--- config.mk ---
export PLATFORM = sky130hd
export DESIGN_NAME = pdt_cell
export DESIGN_NICKNAME = d
export VERILOG_FILES = /design/src/hw/rtl/pdt_pkg.sv /design/src/hw/rtl/pdt_cell.sv
export SDC_FILE = /design/constraint.sdc
export NUM_CORES = 2
export LEC_CHECK = 0
export BUFFER_PORTS_ARGS = -buffer_cell sky130_fd_sc_hd__buf_2
export CAP_MARGIN = 0
export CELL_PAD_IN_SITES_DETAIL_PLACEMENT = 1
export CELL_PAD_IN_SITES_GLOBAL_PLACEMENT = 1
export CORE_UTILIZATION = 38
export CTS_BUF_LIST = sky130_fd_sc_hd__clkbuf_8
export CTS_CLUSTER_DIAMETER = 100
export DETAILED_ROUTE_END_ITERATION = 8
export PLACE_DENSITY_LB_ADDON = 0.1
export SLEW_MARGIN = 10
export SYNTH_ARGS = -nofsm -noshare
export SYNTH_HDL_FRONTEND = slang
export SYNTH_SLANG_ARGS = --single-unit
--- constraint.sdc ---
create_clock -name clk -period 7.8 [get_ports clk]
set_input_delay 0.39 -clock clk [delete_from_list [all_inputs] [get_ports clk]]
set_output_delay 0.39 -clock clk [all_outputs]
set_load 0.02 [all_outputs]
--- src/hw/rtl/pdt_pkg.sv ---
// ----------------------------------------------------------------------------
// pdt_pkg: shared types and constants of the plane duplicate table
// Request and result structs, plane and token types, op and register codes.
// ----------------------------------------------------------------------------
package pdt_pkg;

  localparam int MAX_PLANES_DEF = 32;

  localparam int ENTRY_INDEX_W = 5;
  localparam int ENTRY_COUNT_W = 6;
  localparam int CFG_IDX_W     = 4;
  localparam int CFG_DATA_W    = 16;
  localparam int DIST_THR_W    = 15;
  localparam int COS_THR_W     = 16;

  localparam logic [DIST_THR_W-1:0] DIST_THR_RST = 15'd205;
  localparam logic [COS_THR_W-1:0]  COS_THR_RST  = 16'd30792;

  // Op codes; the unused code behaves as test only
  localparam logic [1:0] OP_INSERT = 2'd0;
  localparam logic [1:0] OP_TEST   = 2'd1;
  localparam logic [1:0] OP_CLEAR  = 2'd2;

  // Configuration register indexes
  localparam logic [CFG_IDX_W-1:0] REG_DIST_THR = 4'd0;
  localparam logic [CFG_IDX_W-1:0] REG_COS_THR  = 4'd1;

  typedef struct packed {
    logic [1:0]         op;
    logic signed [15:0] normal_x;
    logic signed [15:0] normal_y;
    logic signed [15:0] normal_z;
    logic signed [15:0] offset_d;
  } in_req_t;

  typedef struct packed {
    logic                     not_seen;
    logic [ENTRY_INDEX_W-1:0] entry_index;
    logic                     inserted;
    logic                     table_full;
    logic [ENTRY_COUNT_W-1:0] entry_count;
  } out_rsp_t;

  typedef struct packed {
    logic signed [15:0] nx;
    logic signed [15:0] ny;
    logic signed [15:0] nz;
    logic signed [15:0] d;
  } plane_t;

  // Search token handed from cell to cell
  typedef struct packed {
    logic   vld;
    logic   found;
    plane_t plane;
  } pdt_tok_t;

  typedef struct packed {
    logic [DIST_THR_W-1:0] dist_thr;
    logic [COS_THR_W-1:0]  cos_thr;
  } pdt_thr_t;

endpackage

--- src/hw/rtl/pdt_cell.sv ---
// ----------------------------------------------------------------------------
// pdt_cell: one table entry with its own plane comparator
// Holds one stored plane, compares the passing token against it over two
// register stages and hands the token on to the next cell.
// ----------------------------------------------------------------------------
module pdt_cell
  import pdt_pkg::*;
#(
  parameter int IDX_W    = 5,
  parameter int CELL_IDX = 0
) (
  input  logic             clk,
  input  logic             rst_n,
  input  pdt_thr_t         thr,
  input  logic             cell_vld,
  input  logic             wr_en,
  input  plane_t           wr_plane,
  input  pdt_tok_t         tok_i,
  input  logic [IDX_W-1:0] idx_i,
  output pdt_tok_t         tok_o,
  output logic [IDX_W-1:0] idx_o
);

  plane_t            entry_r;

  pdt_tok_t          s1_tok_r;
  logic [IDX_W-1:0]  s1_idx_r;
  logic signed [31:0] s1_px_r, s1_py_r, s1_pz_r;
  logic              s1_dist_ok_r;
  logic              s1_vld_ok_r;

  pdt_tok_t          s2_tok_r;
  logic [IDX_W-1:0]  s2_idx_r;

  logic signed [31:0] px_nxt, py_nxt, pz_nxt;
  logic signed [16:0] d_diff;
  logic [16:0]        d_abs;
  logic               dist_ok_nxt;
  logic signed [32:0] dot_sum;
  logic [32:0]        dot_abs;
  logic               hit;
  pdt_tok_t           s2_tok_nxt;
  logic [IDX_W-1:0]   s2_idx_nxt;

  // Stage 1: products and offset check
  always_comb begin
    px_nxt      = 32'(entry_r.nx) * 32'(tok_i.plane.nx);
    py_nxt      = 32'(entry_r.ny) * 32'(tok_i.plane.ny);
    pz_nxt      = 32'(entry_r.nz) * 32'(tok_i.plane.nz);
    d_diff      = 17'(entry_r.d) - 17'(tok_i.plane.d);
    d_abs       = d_diff[16] ? 17'(-d_diff) : 17'(d_diff);
    dist_ok_nxt = d_abs <= {2'b00, thr.dist_thr};
  end

  // Stage 2: dot product magnitude and first-match merge
  always_comb begin
    dot_sum    = 33'(s1_px_r) + 33'(s1_py_r) + 33'(s1_pz_r);
    dot_abs    = dot_sum[32] ? 33'(-dot_sum) : 33'(dot_sum);
    hit        = s1_vld_ok_r && s1_dist_ok_r &&
                 (dot_abs >= {2'b00, thr.cos_thr, 15'd0});
    s2_tok_nxt = s1_tok_r;
    s2_idx_nxt = s1_idx_r;
    if (!s1_tok_r.found && hit) begin
      s2_tok_nxt.found = 1'b1;
      s2_idx_nxt       = IDX_W'(CELL_IDX);
    end
  end

  always_ff @(posedge clk) begin
    if (wr_en) begin
      entry_r <= wr_plane;
    end
  end

  always_ff @(posedge clk) begin
    if (!rst_n) begin
      s1_tok_r.vld <= 1'b0;
      s2_tok_r.vld <= 1'b0;
    end else begin
      s1_tok_r <= tok_i;
      s2_tok_r <= s2_tok_nxt;
    end
  end

  always_ff @(posedge clk) begin
    s1_idx_r     <= idx_i;
    s1_px_r      <= px_nxt;
    s1_py_r      <= py_nxt;
    s1_pz_r      <= pz_nxt;
    s1_dist_ok_r <= dist_ok_nxt;
    s1_vld_ok_r  <= cell_vld;
    s2_idx_r     <= s2_idx_nxt;
  end

  assign tok_o = s2_tok_r;
  assign idx_o = s2_idx_r;

endmodule
# --- Word-level counts from Yosys, hierarchy flattened ---
# Cells that the tools add are included.
# Widths: inputs -> output; s select.
classes:
  addsub: 5
  multipliers: 3
  order_cmp: 2
  n_mux: 2
  n_reduce_logical: 4
ops:
  columns: ["cell", "count"]
  rows:
  - ["$mul 16x16->32", 3]
  - ["$add 32x32->33", 1]
  - ["$add 33x32->33", 1]
  - ["$ge 33x31->1", 1]
  - ["$mux 33", 1]
  - ["$neg 33->33", 1]
  - ["$le 17x15->1", 1]
  - ["$mux 17", 1]
  - ["$neg 17->17", 1]
  - ["$sub 16x16->17", 1]
  - ["$logic_and 1x1->1", 3]
  - ["$logic_not 1->1", 1]
word_totals:
  ff_bits: 304
  inputBits: 170

# --- Depth between registers and ports, before layout ---
logic_depth:
  depth_word: 7
  mapped_depth: 28

# --- Least setup slack after synthesis ---
# No wires, ideal clock.
synth_path:
  kind: "register -> register"
  from: "reg entry_r[25] (netlist name)"
  to: "reg s1_pz_r[30]"
  arrival_time_ns: 6.681
  slack_ns: 1.000
  path_stages_with_launch: 25
  n_path_buf: 1
  synth_period_minus_slack_ns: 6.800
  path_cell_list: "edfxtp_1 clkbuf_1 nand2_1 fa_1 inv_1 fa_1 inv_1 fa_1 fa_1 inv_1 fa_1 inv_1 fa_1 inv_1 ha_1 a21o_1 a21o_1 a21oi_1 nor3b_1 a2111oi_0 or3_1 a311o_1 a221oi_1 nor4bb_1 a211o_1"
synth_via:
  elab_chain_len: 1
synth_rtl:
  columns: ["item", "line_no", "text"]
  rows:
  - ["start, declared", "pdt_cell.sv:24", "plane_t entry_r;"]
  - ["start signal, assigned", "pdt_cell.sv:71", "entry_r <= wr_plane;"]
  - ["$mul 16x16->32", "pdt_cell.sv:49", "pz_nxt = 32'(entry_r.nz) * 32'(tok_i.plane.nz);"]
  - ["via pz_nxt[30]", "pdt_cell.sv:35", "logic signed [31:0] px_nxt, py_nxt, pz_nxt;"]
  - ["end signal, assigned", "pdt_cell.sv:89", "s1_pz_r <= pz_nxt;"]
  - ["end, declared", "pdt_cell.sv:28", "logic signed [31:0] s1_px_r, s1_py_r, s1_pz_r;"]
# The timed path passes the listed nets, and every way through them passes these cells.
# A chain may end at the register's enable or synchronous reset.

# --- Worst setup path after layout ---
layout_path:
  from: "reg s1_px_r[1]"
  to: "reg s2_tok_r (netlist bit tok_o[64]), data pin"
layout_via:
  elab_chain_len: 7
layout_rtl:
  columns: ["item", "line_no", "text"]
  rows:
  - ["start, declared", "pdt_cell.sv:28", null]
  - ["start signal, assigned", "pdt_cell.sv:87", "s1_px_r <= px_nxt;"]
  - ["$add 32x32->33 *", "pdt_cell.sv:57", "dot_sum = 33'(s1_px_r) + 33'(s1_py_r) + 33'(s1_pz_r);"]
  - ["$add 33x32->33 *", "pdt_cell.sv:57", null]
  - ["$neg 33->33", "pdt_cell.sv:58", "dot_abs = dot_sum[32] ? 33'(-dot_sum) : 33'(dot_sum);"]
  - ["$mux 33 *", "pdt_cell.sv:58", null]
  - ["$ge 33x31->1 *", "pdt_cell.sv:60", "(dot_abs >= {2'b00, thr.cos_thr, 15'd0});"]
  - ["$logic_and 1x1->1 *", "pdt_cell.sv:59", "hit = s1_vld_ok_r && s1_dist_ok_r &&"]
  - ["$logic_and 1x1->1 *", "pdt_cell.sv:63", "if (!s1_tok_r.found && hit) begin"]
  - ["end signal, assigned", "pdt_cell.sv:81", "s2_tok_r <= s2_tok_nxt;"]
  - ["end, declared", "pdt_cell.sv:32", "pdt_tok_t s2_tok_r;"]
# Mark *: on every way between the ends. The rest lies on a longest branch, timed or not.

==> impl_table.tex <==
\begin{tabular}{lr}
\hline
Metric & Value \\
\hline
\multicolumn{2}{l}{\textbf{Critical path}} \\
\quad Slowest library cell on the worst path & fa\_1 \\
\quad Arrival time reported for the critical path endpoint & roughly 7.8 ns \\
\quad Delay of the slowest cell on the worst path & roughly 0.55 ns \\
\quad Crit. End Element & flip-flop \\
\quad Maximum net fanout on the critical path & 6 \\
\quad Reg-to-reg startpoint & s1\_px\_r[1] \\
\quad Chain of cells forming the critical path & fa\_1 -> ha\_1 -> fa\_1 -> a211oi\_4 -> o21ai\_2 -> a221o\_1 -> o311ai\_2 -> nand3\_2 -> nor3\_1 -> nor4bb\_2 -> a21oi\_1 -> xnor2\_1 -> ha\_1 -> a21o\_1 -> a21oi\_1 -> nor2b\_1 -> o21ai\_0 -> nand2b\_1 -> a21oi\_1 -> o2111ai\_1 -> a21oi\_1 -> or4b\_1 -> a311o\_1 -> a21o\_1 \\
\quad CP startpoint kind & flip-flop \\
\quad Most numerous cell on the critical path & a21oi\_1 \\
\quad Critical path origin & s1\_px\_r[1] \\
\quad Crit path required time & 8.31 ns \\
\quad Worst setup path category & flip-flop to flip-flop \\
\multicolumn{2}{l}{\textbf{Clock network}} \\
\quad CTS tree & built \\
\quad Maximum clock path buffer count & 3 \\
\quad CTS buffer count & 60 \\
\quad Clock-pin slew on the worst setup and hold paths & roughly 0.06 ns \\
\quad Number of post-CTS setup repair buffers & 0 \\
\quad \# clock sinks & between 300 and 400 \\
\quad Root buffer cell & clkbuf\_8 \\
\quad Worst-Skew Late Latency & 0.77 ns \\
\quad H-tree levels & 2 \\
\multicolumn{2}{l}{\textbf{Drt}} \\
\quad Vias per inst & 4.838 \\
\quad Detailed Route WL & between 100000 and 150000 µm \\
\quad Initial DRT Pass Iterations & 5 \\
\quad Iteration-0 DRC count of the detailed router & approximately 1000 \\
\quad Detail Route Antenna Nets & 0 \\
\quad Routed via count & 29253 \\
\quad Count of unresolved DRC violations after routing & 0 \\
\quad Average wire per standard cell & between 15 and 20 µm \\
\multicolumn{2}{l}{\textbf{Synthesis}} \\
\quad Cells after Synth & 4174 \\
\quad Largest cells by area after synthesis & fa\_1, edfxtp\_1, ha\_1 \\
\quad Most frequent cells after synthesis & inv\_1, fa\_1, nand2\_1 \\
\quad Syn nets & 5490 \\
\quad Most instantiated library cell after synthesis & inv\_1 \\
\quad Post-synthesis async set-or-reset flop share & 0 \\
\quad Number of synthesized flops with an enable pin & 194 \\
\quad Top flip-flop cell by instance count after synthesis & edfxtp\_1 \\
\quad Register area share after synthesis & 0.1897 \\
\quad Post-synthesis register bit count & roughly 300 \\
\quad Per-instance average area after synthesis & 10.14 µm² \\
\quad Share of the synthesized area in the top cell type & 0.3880 \\
\quad Unique cell type count in the Yosys netlist & 80 \\
\quad Cell area after technology mapping & around 42000 µm² \\
\quad Synth Warn \# & 0 \\
\quad Library cell occupying the most area in the post-synthesis netlist & fa\_1 \\
\multicolumn{2}{l}{\textbf{Global route}} \\
\quad Global-route wire length before repair & roughly 190000 µm \\
\quad Gr usage total & 0.2126 \\
\quad Initial antenna violation count & 4 \\
\quad Sum of overflow across all layers after global routing & 0 \\
\quad Vias in the first global route & 33417 \\
\quad Largest net degree at the start of global routing & 57 \\
\multicolumn{2}{l}{\textbf{Flow run}} \\
\quad Number of violations of the max-capacitance limit & 0 \\
\multicolumn{2}{l}{\textbf{Placement}} \\
\quad Count of buffers from port buffering & 240 \\
\quad HPWL Detailed & $\sim$93000 µm \\
\quad Final estimated routing congestion in global placement & around 0.81 \\
\multicolumn{2}{l}{\textbf{Die}} \\
\quad Count of standard-cell rows & approximately 120 \\
\quad Die Outline Area & $\sim$110000 µm² \\
\quad Io pins & about 240 \\
\quad Core Box Area & between 100000 and 150000 µm² \\
\quad X dimension of the die & roughly 340 µm \\
\quad Overall die height & roughly 340 µm \\
\quad Starting density of the core & 0.3828 \\
\multicolumn{2}{l}{\textbf{Timing}} \\
\quad Sum Neg Setup Slack & 0 ns \\
\quad Unrepaired setup endpoints after global routing & false \\
\quad Slew of the pin with the lowest slew margin & between 0.8 and 0.9 ns \\
\quad Max Clock Skew & around 0.05 ns \\
\quad Final critical-path share of the clock period & 0.9289 \\
\quad Count of endpoints failing hold in the final timing report & 0 \\
\quad Slew Limit Headroom & 0.4521 \\
\quad Min Tclk post-route & between 7 and 8 ns \\
\quad Final count of pins violating max slew & 0 \\
\quad Maximum frequency from static timing analysis & 0.1380 GHz \\
\quad Number of setup violations in the final report & 0 \\
\multicolumn{2}{l}{\textbf{Worst hold path}} \\
\quad Hold Path Class & input port to flip-flop \\
\quad Startpoint of the lowest-slack hold path & tok\_i[22] \\
\multicolumn{2}{l}{\textbf{Finish}} \\
\quad Area growth from synthesis to final layout & 12.76\% \\
\quad Final net count & between 5000 and 6000 \\
\quad Ratio of cells with drive above 1 in the final layout & 0.08955 \\
\quad Filler cells & between 10000 and 15000 \\
\multicolumn{2}{l}{\textbf{Outcome}} \\
\quad Outcome & finished, final reports clean \\
\hline
\end{tabular}
==> sequential cells by signal, summed over array words and instances, names as in the netlist, 5 cells and up <==
name,flops
s1_idx_r,5
tok_o,66
entry_r,64
s1_tok_r,66
s1_px_r,32
idx_o,5
s1_pz_r,32
s1_py_r,32
==> cell families after synthesis <==
| family | synth area share |
|---|---|
| buffers and inverters | 0.09058 |
| muxes | 0.0009759 |
| DFF | 0.1897 |
| adders and majority gates | 0.4844 |
| and+or+nand+nor | 0.1331 |
| AOI/OAI and AO/OA | 0.06648 |
| xor gates and xnor gates | 0.03475 |
==> layer usage <==
layer,up-vias,global-route usage,part of all wire
li1,13576,-,-
met1,15231,0.2824,0.45
met2,340,0.3718,0.50
met3,102,0.02599,0.029
met4,4,0.04100,0.017
met5,-,0,0.00027
==> critical path: cells and delay by family (launching register included) <==
| kind | cells | cell delay [ns] |
|---|---|---|
| XOR/XNOR | 1 | 0.15 |
| AND/OR/NAND/NOR | 6 | 1.60 |
| AO/OA/AOI/OAI | 13 | 3.33 |
| flip-flops | 1 | 0.31 |
| adder cells (fa/ha/maj) | 4 | 1.58 |
==> metrics by stage <==
step | util | area, µm² | cells | hold WS (ns) | setup slack, ns
after detailed placement | 0.4095 | 45260 | 5831 | 0.4052 | 0.3311
after CTS | 0.4315 | 47690 | 6044 | 0.0001469 | 0.3053
after global placement | 0.4095 | 45260 | 5831 | 0.4004 | 0.4702
after global routing | 0.4317 | 47710 | 6045 | 0.02913 | 0.08601
after floorplan | - | 42310 | 4174 | 0.4003 | 0.9996
final | 0.4317 | 47710 | 6046 | 0.09330 | 0.5545
==> cell type report <==
type	instances	area [µm²]	area share
Inverter	907	3405	0.07136
Tap cell	1488	1862	0.03902
Multi-Input combinational cell	2851	30460	0.6385
Antenna cell	2	5.005	0.0001049
Clock inverter	43	467.9	0.009809
Sequential cell	304	8028	0.1683
Timing Repair Buffer	382	2529	0.05300
Clock buffer	69	949.7	0.01991
==> path summary, 6_finish.rpt <==
kind | cells after the start | endpoint | slack (ns)
worst max register to register | 24 | tok_o[64] | 0.55
worst max-delay path | 24 | tok_o[64] | 0.55
worst min register to register | 0 | tok_o[32] | 0.41
worst min-delay path | 1 | s1_tok_r[22] | 0.09
==> timing repair <==
item,CTS,global route
hold buffers,101,0
endpoints found under the setup margin,0,6
resized for setup,0,5
hold endpoints to repair,136,0
==> placed cells by master (no fill, tap or decap), types with 42 or more instances in the layout <==
cell type      instances
inv_1                920
fa_1                 820
nand2_1              471
ha_1                 326
and2_1               325
buf_2                238
edfxtp_1             194
xnor2_1              128
a21oi_1              114
dfxtp_1              110
dlygate4sd3_1        101
nor2_1                82
clkbuf_8              69
a21o_1                61
nand2b_1              59
o21ai_0               58
buf_4                 42
Power is left out: the tool's default activity adds up to more than one toggle a clock period on the data nets, which glitch-free logic cannot reach.
